## src/rtl/core/lzwle_pkg.sv

```systemverilog
`default_nettype none

package lzwle_pkg;

  // fixed field widths of the ports
  localparam int SYM_BITS   = 5;
  localparam int CODE_W     = 10;
  localparam int LIMIT_W    = 10;

  // defaults for the top level parameters
  localparam int CODE_BITS_DEF     = 10;
  localparam int ALPHABET_SIZE_DEF = 26;

  // code_limit after reset
  localparam logic [LIMIT_W-1:0] CODE_LIMIT_RESET = 10'd1023;

  // result queue geometry
  localparam int OUT_DEPTH    = 4;
  localparam int OUT_PTR_BITS = 2;
  localparam int OUT_CNT_BITS = 3;

  typedef struct packed {
    logic [SYM_BITS-1:0] symbol;
    logic                end_of_message;
  } in_word_t;

  typedef struct packed {
    logic [CODE_W-1:0] code;
    logic              last;
    logic              dict_full;
  } out_word_t;

  // which of the two result slots are pushed this cycle
  typedef struct packed {
    logic first;
    logic second;
  } push_t;

  typedef enum logic [2:0] {
    ST_IDLE   = 3'b001,
    ST_CHECK  = 3'b010,
    ST_DECIDE = 3'b100
  } state_t;

endpackage

`default_nettype wire

```

## src/rtl/core/lzwle_fifo.sv

```systemverilog
`default_nettype none

module lzwle_fifo (
  input  wire logic                                  clk,
  input  wire logic                                  rst,
  input  wire lzwle_pkg::push_t                      push,
  input  wire lzwle_pkg::out_word_t                  word_a,
  input  wire lzwle_pkg::out_word_t                  word_b,
  output logic                                       out_valid,
  input  wire logic                                  out_ready,
  output lzwle_pkg::out_word_t                       out_word,
  output logic [lzwle_pkg::OUT_CNT_BITS-1:0]         count
);

  lzwle_pkg::out_word_t mem [lzwle_pkg::OUT_DEPTH];

  logic [lzwle_pkg::OUT_PTR_BITS-1:0] wr_ptr;
  logic [lzwle_pkg::OUT_PTR_BITS-1:0] rd_ptr;
  logic [lzwle_pkg::OUT_CNT_BITS-1:0] n_push;
  logic                               pop;

  assign n_push    = lzwle_pkg::OUT_CNT_BITS'(push.first)
                   + lzwle_pkg::OUT_CNT_BITS'(push.second);
  assign out_valid = (count != '0);
  assign pop       = out_valid && out_ready;
  assign out_word  = mem[rd_ptr];

  // storage, up to two words a cycle in order
  always_ff @(posedge clk) begin
    if (push.first) begin
      mem[wr_ptr] <= word_a;
    end
    if (push.second) begin
      mem[wr_ptr + lzwle_pkg::OUT_PTR_BITS'(1)] <= word_b;
    end
  end

  // pointers and fill level
  always_ff @(posedge clk) begin
    if (rst) begin
      wr_ptr <= '0;
      rd_ptr <= '0;
      count  <= '0;
    end else begin
      wr_ptr <= wr_ptr + lzwle_pkg::OUT_PTR_BITS'(n_push);
      rd_ptr <= rd_ptr + lzwle_pkg::OUT_PTR_BITS'(pop);
      count  <= count + n_push - lzwle_pkg::OUT_CNT_BITS'(pop);
    end
  end

endmodule

`default_nettype wire

```

## config.mk

```make
export PLATFORM = sky130hd
export DESIGN_NAME = lzwle_fifo
export DESIGN_NICKNAME = d
export VERILOG_FILES = /design/src/rtl/core/lzwle_pkg.sv /design/src/rtl/core/lzwle_fifo.sv
export SDC_FILE = /design/constraint.sdc
export NUM_CORES = 1
export LEC_CHECK = 0
export BUFFER_PORTS_ARGS = -buffer_cell sky130_fd_sc_hd__buf_2
export CAP_MARGIN = 20
export CORE_MARGIN = 2
export CORE_UTILIZATION = 35
export DETAILED_ROUTE_END_ITERATION = 16
export PLACE_DENSITY = 0.55
export SLEW_MARGIN = 10
export SYNTH_ARGS = -nofsm -noshare
export SYNTH_HDL_FRONTEND = slang
export SYNTH_SLANG_ARGS = --single-unit
```

## constraint.sdc

```tcl
create_clock -name clk -period 2.15 [get_ports clk]
set_input_delay 0.3225 -clock clk [delete_from_list [all_inputs] [get_ports clk]]
set_output_delay 0.3225 -clock clk [all_outputs]
set_load 0.05 [all_outputs]
```

==> After elaboration in Yosys (flattened, before gate mapping) <==
Memories as Yosys holds them, arrays and structs flattened. A register that Yosys moved wholly into a read port is not among the register bits.
Cells that the tools add are included.
{ "word_totals": {"reg_bits": 7, "latchBits": 0, "ram_bits": 48, "romBits": 0, "word_cells": 17, "n_memories": 1} }
{ "memory_table": {"columns": ["name", "depth", "width", "rd", "rd_clocked_by_memory_dff", "wr", "line_no", "text"], "rows": [
  ["mem", 4, 12, 1, 1, 2, "lzwle_fifo.sv:15", "lzwle_pkg::out_word_t mem [lzwle_pkg::OUT_DEPTH];"]
]} }
{ "classes": {"add_sub_neg": 6, "n_mul": 0, "div": 0, "order_cmp": 0, "n_eq_ne": 0, "shift": 0, "mux": 5, "bitwise": 0, "reduce_logical": 2} }
{ "ops": {"columns": ["operator", "count"], "rows": [
  ["two-way mux 1 bit", 4],
  ["adder 3 x 2 -> 3 bit", 1],
  ["nonzero test 3 bit", 1],
  ["subtractor 3 x 1 -> 3 bit", 1],
  ["adder 1 x 1 -> 2 bit", 1],
  ["adder 2 x 1 -> 2 bit", 1],
  ["adder 2 x 1 -> 2 bit, second input constant", 1],
  ["adder 2 bit", 1],
  ["two-way mux 2 bit", 1],
  ["logical AND 1 bit", 1]
]} }

==> Depth between registers and ports, before layout <==
Gate-level depths: netlist of the first run.
{ "logic_depth": {"word_depth": 4, "depth_mapped": 7, "mapped_depth_nobuf": 7} }

==> Least setup slack after synthesis of the first run <==
OpenSTA, ideal clock, no wires.
{ "synth_timing": {"path_type": "register to register", "from": "register count[2] (netlist bit)", "to": "register count[2] (netlist bit)", "setup_time_ns": 0.110, "t_arrival_ns": 1.808, "slack_ns": 0.232, "stages_incl_launch_ff": 7, "n_path_buf": 0, "path_cell_list": "dfxtp_1 -> o31ai_1 -> xnor2_1 -> ha_1 -> fa_1 -> xnor3_1 -> nor2_1"} }
{ "synth_between": {"elab_chain_cells": 3, "word_cells_on_any_way": 4} }
{ "synth_lines": {"columns": ["item", "line_no", "text"], "rows": [
  ["from (decl)", "lzwle_fifo.sv:12", "output logic [lzwle_pkg::OUT_CNT_BITS-1:0] count"],
  ["from (signal assigned)", "lzwle_fifo.sv:47", "count <= count + n_push - lzwle_pkg::OUT_CNT_BITS'(pop);"],
  ["branches (longest 2 deep; another with adder 3 x 2 -> 3 bit)", null, null],
  ["subtractor 3 x 1 -> 3 bit (*)", "lzwle_fifo.sv:47", null]
]} }
Mark *: on every way between the ends.
A chain may end at the register's enable or synchronous reset.

==> results.md, run 1 <==
* Status: complete, no violations
* Final Hold Viols at 0
* Area growth, synth to finish at 18.2%
* Port bufs at 44
* Worst r2r src: count[2]
* Unique masters post-synth at 24
* Mean Syn Cell Area at 17.3 um^2
* CTS Buf Count at 5
* Critical path type: reg2out
* Synthesized cell area at roughly 2700 um^2
* Seq/Total Area, Yosys at between 50% and 60%
* Worst path buffer plus inverter count at 2
* Warnings, synthesis at 0
* Vias/cell at ~4.8
* WL/cell at 17.2 um
* Max_cap viols at 0
* CTS tree: done
* FFs w/ async S/R, synth at 0%
* Hold_ws at roughly 300 ps
* Pre-CTS WS at between 200 and 300 ps
* Initial Util at a little over a third
* Synth area leaders: edfxtp_1 52%, mux2_2 21%, mux4_2 9.8%
* Maximum VDD drop at just under 0.0009 V
* Slowest Stage Delay on Critical Path at 520 ps
* Crit. Startpoint: rd_ptr[0]
* RSZ-0062 raised after global routing: false
* Worst-case clock buffer depth at 2
* Grt met2 use at 21.8%
* Crit. End Element: output pin
* GRT met3 Usage at between 3 and 4%
* CP max-delay cell: mux4_2
* # rows at 32
* Mapped Nets at 193
* Leakage at ~1.2 nW
* Nets@finish at 250
* Ys flop type: edfxtp_1
* Hold_buf cts at 0
* Post-cts resize count at 0
* Final worst slack at 157 ps
* H-Tree Depth at 2
* Via count at 1,547
* CP startpoint kind: register
* Number of diodes at 0
* Yosys reg bits at 55
* WP data arrival at about 1700 ps
* Clk_skew at approximately 2.4 ps
* Die X at slightly above 90 um
* Relative slew slack at between 70% and 80%
* # fillers at between 700 and 800
* Clk root buf: clkbuf_8
* Cell Chain, Critical Path: buf_12 -> mux4_2 -> buf_2
* DP Wirelength at 3.68 mm
* Die Ht at ~93 um
* Cells after Synth at roughly 160
* Starting DRC count in detailed routing at 80
* Tot GR Track Use at between 10 and 15%
* Setup bufs post-CTS at 0
* # DRC at 0
* Initial antenna violation count at 0
* Req. time, crit path at between 1500 and 2000 ps
* Final WL at about 5.5 mm
* Met1 Use GR at between 15 and 20%
* Most common cell in the netlist: mux2_2
* Routed Antenna Nets at 0
* Clk sink count at 55
* Crit Path Max Fanout at 12
* Setup_tns at 0 ps
* Clk Latency, worst-skew pair at approximately 300 ps
* Clk slew on worst S/H paths at ~90 ps
* First-pass GRT wire length at 8.45 mm
* PwrDens at between 1000 and 1500 nW/um^2
* Yosys top cell by area: edfxtp_1
* Boundary Pins at between 40 and 50
* Final setup vio count at 0
* Top delay family on crit path: multiplexers
* Final period util at just over 90%
* DIE AREA at 8570 um^2
* Largest net degree at the start of global routing at 16
* Global route total overflow at 0
* Vias in the first global route at between 1.5k and 2k
* Synth top area share at between 50% and 60%
* CORE AREA at ~7600 um^2
* Crit path time final at approximately 2000 ps
* Worst Tran Pin Value at between 400 and 500 ps
* First drt pass iteration count at 4
* Highest clock rate at about 500 MHz
* Launch point of the worst hold path: rst
* EDFF count, synth at 48
* Final GP Congestion at slightly above 0.7
* Most used routing layer: met2
* Hold Crit Class: in2reg
* Total power draw at between 0.003 and 0.004 W
* Share of layout cells above drive strength 1 at a little under 60%
* Slew Viols, Final at 0
* Synth cell count leaders: 50 x mux2_2, 48 x edfxtp_1, 12 x mux4_2
## placed cells by master, fill, tap and decap left out, drive strengths merged
cell and n:
o311ai 1, o21ai 2, or2 1, xnor3 2, dfxtp 7, nand2b 1, or3 1, nand3 1
xnor2 1, inv 4, mux2 50, ha 4, edfxtp 48, nor3b 1, fa 1, buf 57
nor2b 5, o31ai 1, clkbuf 7, nand3b 2, clkinv 1, nor2 6, mux2i 1, mux4 12
## worst register-to-register path, cell delays in order, from the launching register on
cell and delay [ps]:
dfxtp_1 360, o31ai_1 240, buf_4 160, xnor2_1 60
ha_1 190, fa_1 370, xnor3_1 200, nor2_1 40
## final timing paths
kind | end | slack (ps) | cells past startpoint
worst min register to register | rd_ptr[0] | 640 | 2
worst max-delay path | out_word[6] | 160 | 3
worst max register to register | count[2] | 430 | 7
worst min-delay path | count[0] | 300 | 2
## per-layer routing
metal	vias up	wire length, um
met5	-	0
li1	735	-
met3	6	191
met2	29	2700
met1	777	2530
met4	0	78
## power by group
part	internal, W	switching [W]
logic	0.000534	0.000807
registers	0.00135	0.0000820
clock network	0.000230	0.000325
total	0.00211	0.00121
## cell type report
class	count	area (um^2)	area share, %
clock buffers	7	76.3	2.35
repair buffers	57	343	10.6
inverters	4	15.0	0.462
multi-input cells	93	1100	33.8
flip-flops and latches	55	1580	48.7
clock inverters	1	5.00	0.154
well taps	102	128	3.93
## sequential cells by signal, indices dropped and copies added (netlist names)
signal / count
mem: 48
count: 3
rd_ptr: 2
wr_ptr: 2
## logic make-up (layout without fill, tap and decap cells)
| logic type | Yosys count | after routing | synth area share [%] |
|---|---|---|---|
| AO/OA/AOI/OAI | 4 | 4 | 0.957 |
| flip-flops | 55 | 55 | 57.6 |
| XOR/XNOR | 3 | 3 | 1.96 |
| buffers and inverters | 11 | 69 | 2.41 |
| multiplexers | 63 | 63 | 30.7 |
| adder cells (fa/ha/maj) | 5 | 5 | 2.55 |
| AND/OR/NAND/NOR | 18 | 18 | 3.83 |
## metrics by stage
stage / std cells / util, % / instance area (um^2)
after floorplan: 159 / - / 2750
after global placement: 311 / 41.4 / 3170
after detailed placement: 311 / 41.4 / 3170
after CTS: 319 / 42.5 / 3250
after global routing: 319 / 42.5 / 3250
final: 319 / 42.5 / 3250
Note: power is estimated with default switching activity, not from simulation.
==> run 2: changes to the inputs <==
--- a/config.mk
+++ b/config.mk
@@ -7,8 +7,9 @@
 export LEC_CHECK = 0
 export BUFFER_PORTS_ARGS = -buffer_cell sky130_fd_sc_hd__buf_2
 export CAP_MARGIN = 20
-export CORE_MARGIN = 2
+export CORE_MARGIN = 10
 export CORE_UTILIZATION = 35
+export CTS_BUF_LIST = sky130_fd_sc_hd__clkbuf_4 sky130_fd_sc_hd__clkbuf_8
 export DETAILED_ROUTE_END_ITERATION = 16
 export PLACE_DENSITY = 0.55
 export SLEW_MARGIN = 10
==> run 2 against run 1 <==
- count of clock-buffer cells in the layout shrank 1
- utilization decreased by 0.30 points
- register-to-register slack about the same
- maximum frequency increased by 1.8%
- global-route usage decreased by 3.3 points
- critical endpoint is now out_word[8]
- largest power group unchanged
==> results.md, run 2 (synthesis gave the netlist of run 1 again) <==
* Status: complete, no violations
* Crit Path Max Fanout at 8 (-4)
* Switch share at 37.2% (+0.74 points)
* Clk Latency, worst-skew pair at 310 ps (about the same)
* Most common cell after layout, fill and taps aside: mux2_2
* Initial antenna violation count at 1 (+1)
* Final setup vio count at 0 (unchanged)
* CTS Buf Count at 5 (unchanged)
* Worst Tran Pin Value at 484 ps (+61.8 ps)
* Hold_buf cts at 0 (unchanged)
* Seq pwr share at 42.1% (-1.0 points)
* Starting DRC count in detailed routing at 73 (-8.8%)
* Post-cts resize count at 0 (unchanged)
* Maximum VDD drop at 0.000838 V (-4.8%)
* Switch Pwr at 0.00125 W (+3.2%)
* Hold_ws at 297 ps (-3.44 ps)
* Max FFs per register at 48 (unchanged)
* Req. time, crit path at 1830 ps (about the same)
* Max_cap viols at 0 (unchanged)
* PwrDens at 1040 nW/um^2 (+1.4%)
* Crit path time final at 1960 ps (-35.4 ps)
* # rows at 32 (unchanged)
* Share of layout cells above drive strength 1 at 59.6% (+1.1 points)
* Setup bufs post-CTS at 0 (unchanged)
* Tot GR Track Use at 10.3% (-3.3 points)
* Vias in the first global route at 1,689 (+8.5%)
* Leakage at 1.20 nW (+0.16%)
* Slew Viols, Final at 0 (unchanged)
* DIE AREA at 11,800 um^2 (+38%)
* Die X at 109 um (+17%)
* Via count at 1,538 (-0.58%)
* H-Tree Depth at 2 (unchanged)
* CP startpoint kind: register
* Final GP Congestion at 0.706 (-0.97%)
* RSZ-0062 raised after global routing: false
* CORE AREA at 7690 um^2 (+0.52%)
* Number of diodes at 0 (unchanged)
* R2r setup slk at 430 ps (about the same)
* Combinational power share at 39.8% (-0.5 points)
* Die Ht at 109 um (+17%)
* Clk root buf: clkbuf_8
* Boundary Pins at 45 (unchanged)
* Final period util at 91.0% (-1.6 points)
* # DRC at 0 (unchanged)
* Hold Crit Class: in2reg
* Worst-case clock buffer depth at 2 (unchanged)
* WL/cell at 18.3 um (+6.2%)
* Final WL at 5.86 mm (+6.5%)
* Setup_tns at 0 ps (unchanged)
* Highest clock rate at 511 MHz (+1.8%)
* Final Hold Viols at 0 (unchanged)
* # fillers at 729 (+1.3%)
* Critical path type: reg2out
* Largest registers: mem x48, count x3
* Crit. End Element: output pin
* Clk sink count at 55 (unchanged)
* First drt pass iteration count at 4 (unchanged)
* Routed Antenna Nets at 0 (unchanged)
* Global route total overflow at 0 (unchanged)
* Largest net degree at the start of global routing at 18 (+2)
* Clk_skew at 10.4 ps (+8.00 ps)
* WP data arrival at 1630 ps (-40 ps)
* Area growth, synth to finish at 18.0%
* Relative slew slack at 67.6% (-4.1 points)
* Most frequent cells in the layout: 50 x mux2_2, 48 x edfxtp_1, 44 x buf_2, 14 x buf_4, 12 x mux4_2
* Clock power frac at 18.1% (+1.4 points)
* Port bufs at 44 (unchanged)
* First-pass GRT wire length at 9.19 mm (+8.7%)
* Total power draw at 0.00337 W (+1.2%)
* Top reg by flops: mem
* Pint at 0.00211 W (about the same)
* CTS tree: done
* Initial Util at 35.7% (-0.19 points)
* Vias/cell at 4.81 (-0.89%)
* DP Wirelength at 4.05 mm (+9.9%)
* Nets@finish at 251 (+0.40%)
* Clk slew on worst S/H paths at 100 ps (about the same)
## run 2: power by group through the flow
stage | clock, W | sequential (W) | combinational, W
finish | 0.000609 | 0.00142 | 0.00134
global placement | 0 | 0.00144 | 0.00137
floorplan | 0 | 0.00150 | 0.000961
detailed placement | 0 | 0.00144 | 0.00136
CTS | 0.000621 | 0.00142 | 0.00137
global route | 0.000652 | 0.00144 | 0.00144
## run 2: worst paths after layout
path / startpoint / to / cells after the start
setup / recovery: rd_ptr[0] / out_word[8] / 3
hold / removal: rst / wr_ptr[0] / 2
setup reg to reg: count[1] / count[2] / 6
hold reg to reg: rd_ptr[1] / rd_ptr[1] / 2
## run 2: area by class of cell
cell class	instances	area (um^2)	share of cell area, %
Clock inverter	2	16.3	0.502
Timing Repair Buffer	58	325	10.0
Tap cell	102	128	3.94
Multi-Input combinational cell	93	1100	33.9
Inverter	4	15.0	0.463
Clock buffer	6	76.3	2.36
Sequential cell	55	1580	48.8
## run 2: critical path, cell delays in order, from the launching register on
cell	delay, ps
dfxtp_1	340
buf_4	220
mux4_2	540
buf_2	230
## run 2: metrics by stage
step	cell area [um^2]	setup slack (ps)	std cells	utilization, %
final	3240	193	320	42.2
after global routing	3240	119	320	42.2
after CTS	3240	179	320	42.2
after detailed placement	3150	282	312	41.0
after global placement	3150	282	312	41.0
after floorplan	2750	232	159	-
## run 2: layer usage
layer / up-vias / global-route usage (%) / wire [um]
li1: 738 / - / -
met1: 746 / 12.8 / 2570
met2: 43 / 16.3 / 2780
met3: 9 / 3.63 / 444
met4: 2 / 3.11 / 48
met5: - / 0 / 7
==> run 3: changes to the inputs <==
--- a/config.mk
+++ b/config.mk
@@ -11,7 +11,7 @@
 export CORE_UTILIZATION = 35
 export CTS_BUF_LIST = sky130_fd_sc_hd__clkbuf_4 sky130_fd_sc_hd__clkbuf_8
 export DETAILED_ROUTE_END_ITERATION = 16
-export PLACE_DENSITY = 0.55
+export PLACE_DENSITY = 0.56
 export SLEW_MARGIN = 10
 export SYNTH_ARGS = -nofsm -noshare
 export SYNTH_HDL_FRONTEND = slang
==> run 3 against run 2 <==
- clock power up 15%
- flip-flop and latch count unchanged
- combinational power about the same
- routed wire length down 3.3%
- sequential power about the same
- largest power group unchanged
- final cell count down 0.94%
- sequential share of layout area down 0.19 points
- power up 2.9%
- largest cell class unchanged
- clock skew up 2.3 ps
- count of clock-buffer cells in the layout unchanged
- global-route usage down 0.072 points
==> results.md, run 3 (synthesis gave the netlist of run 1 again) <==
* CORE AREA at 7690 um^2 (unchanged)
* H-Tree Depth at 2 (unchanged)
* Clock power frac at 20.3% (+2.2 points)
* Hold Path Depth at 2 (unchanged)
* Req. time, crit path at 1830 ps (about the same)
* CP startpoint kind: register
* R2r setup slk at 390 ps (-40 ps)
* # rows at 32 (unchanged)
* Starting DRC count in detailed routing at 77 (+5.5%)
* Launch point of the worst hold path: rst
* Final Hold Viols at 0 (unchanged)
* Worst path buffer plus inverter count at 2 (unchanged)
* Maximum VDD drop at 0.000640 V (-24%)
* Crit Path Max Fanout at 12 (+4)
* CP max-delay cell: mux4_2
* Clk sink count at 55 (unchanged)
* Via count at 1,496 (-2.7%)
* Worst-case clock buffer depth at 2 (unchanged)
* CTS Buf Count at 5 (unchanged)
* Reg2reg path depth at 6 (unchanged)
* Setup_tns at 0 ps (unchanged)
* Endpoint, Worst Hold: count[0]
* Slew Viols, Final at 0 (unchanged)
* Worst r2r src: count[1]
* Pre-CTS WS at 267 ps (-15.1 ps)
* Nets@finish at 248 (-1.2%)
* First drt pass iteration count at 3 (-1)
* Final worst slack at 136 ps (-56.5 ps)
* Switch Pwr at 0.00123 W (-1.8%)
* Share of layout cells above drive strength 1 at 59.1% (-0.56 points)
* Pint at 0.00224 W (+5.8%)
* Seq pwr share at 41.2% (-0.9 points)
* Clk Latency, worst-skew pair at 310 ps (about the same)
* Critical path type: reg2out
* DIE AREA at 11,800 um^2 (unchanged)
* Top reg by flops: mem
* Routed Antenna Nets at 0 (unchanged)
* PwrDens at 1070 nW/um^2 (+2.5%)
* Final GP Congestion at 0.715 (+1.2%)
* Setup bufs post-CTS at 0 (unchanged)
* Initial antenna violation count at 0 (-1)
* Reg-to-Reg End: count[2]
* Final WL at 5.66 mm (-3.3%)
* Initial Util at 35.7% (unchanged)
* Vias/cell at 4.72 (-1.8%)
* Top delay family on crit path: multiplexers
* Final setup vio count at 0 (unchanged)
* RSZ-0062 raised after global routing: false
* Highest clock rate at 497 MHz (-2.8%)
* First-pass GRT wire length at 9.18 mm (-0.14%)
* Post-cts resize count at 0 (unchanged)
* Slowest Stage Delay on Critical Path at 530 ps (about the same)
* Clk_skew at 12.8 ps (+2.34 ps)
* Crit. End Element: output pin
* # fillers at 743 (+1.9%)
* Max_cap viols at 0 (unchanged)
* Worst Tran Pin Value at 585 ps (+102 ps)
* Hold_ws at 300 ps (+3.14 ps)
* Clk slew on worst S/H paths at 100 ps (about the same)
* Port bufs at 44 (unchanged)
* Clk root buf: clkbuf_8
* Largest net degree at the start of global routing at 18 (unchanged)
* Relative slew slack at 60.8% (-6.8 points)
* Cell Chain, Critical Path: buf_12 -> mux4_2 -> buf_2
* Most common cell after layout, fill and taps aside: mux2_2
* Number of diodes at 0 (unchanged)
* Hold_buf cts at 0 (unchanged)
* WL/cell at 17.9 um (-2.4%)
* Largest registers: mem x48, count x3
* Crit path time final at 2010 ps (+56.5 ps)
* Switch share at 35.5% (-1.7 points)
* Max FFs per register at 48 (unchanged)
* Hold Crit Class: in2reg
* Most frequent cells in the layout: 50 x mux2_2, 48 x edfxtp_1, 44 x buf_2, 12 x mux4_2, 10 x buf_4
* DP Wirelength at 3.84 mm (-5.1%)
* Final period util at 93.7% (+2.6 points)
* WP data arrival at 1690 ps (+60 ps)
* Tot GR Track Use at 10.2% (-0.072 points)
* # DRC at 0 (unchanged)
* Die Ht at 109 um (unchanged)
* Vias in the first global route at 1,695 (+0.36%)
* Boundary Pins at 45 (unchanged)
* Leakage at 1.20 nW (+0.22%)
* Combinational power share at 38.5% (-1.3 points)
* Status: complete, no violations
* CTS tree: done
* Die X at 109 um (unchanged)
* Global route total overflow at 0 (unchanged)
* Area growth, synth to finish at 18.5%
[run 3: changes by cell type in the layout (fill, tap and decap cells not counted), sizes merged]
cell / previous run / this run
buf: 58 / 55
bufinv: 0 / 1
clkinvlp: 1 / 0
[run 3: layer usage]
metal | wire length (um) | up-vias | global-route usage, %
met5 | 0 | - | 0
met4 | 55 | 0 | 3.11
met3 | 258 | 5 | 2.62
met2 | 2810 | 25 | 16.6
met1 | 2540 | 729 | 13.0
li1 | - | 737 | -
[run 3: cell type report]
class	count	area (um^2)	area share, %
clock inverters	2	38.8	1.19
inverters	4	15.0	0.462
flip-flops and latches	55	1580	48.6
multi-input cells	93	1100	33.8
repair buffers	55	315	9.69
clock buffers	6	76.3	2.35
well taps	102	128	3.92
[run 3: power by group through the flow]
stage          combinational [W]  sequential [W]  clock [W]
6_report                 0.00134         0.00143   0.000703
5_1_grt                  0.00144         0.00145   0.000767
4_1_cts                  0.00137         0.00143   0.000725
2_1_floorplan           0.000961         0.00150          0
3_3_place_gp             0.00136         0.00145          0
3_5_place_dp             0.00136         0.00145          0
[run 3: per-stage QoR]
| step | cells | utilization [%] | area, um^2 | power, W |
|---|---|---|---|---|
| 2_1_floorplan | 159 | - | 2750 | 0.00246 |
| 3_3_place_gp | 309 | 40.8 | 3140 | 0.00281 |
| 3_5_place_dp | 309 | 40.8 | 3140 | 0.00282 |
| 4_1_cts | 317 | 42.3 | 3250 | 0.00352 |
| 5_1_grt | 317 | 42.3 | 3250 | 0.00366 |
| 6_report | 317 | 42.3 | 3250 | 0.00347 |
[run 3: how the worst max path moves through the flow]
stage | start | end | slack, ps | cells past startpoint
after global routing | rd_ptr[0] | out_word[1] | 70 | 3
after floorplan | count[2] | count[2] | 230 | 6
after detailed placement | push[0] | count[2] | 270 | 6
final | rd_ptr[0] | out_word[1] | 140 | 3
after global placement | push[0] | count[2] | 290 | 6
after CTS | rd_ptr[0] | out_word[1] | 110 | 3
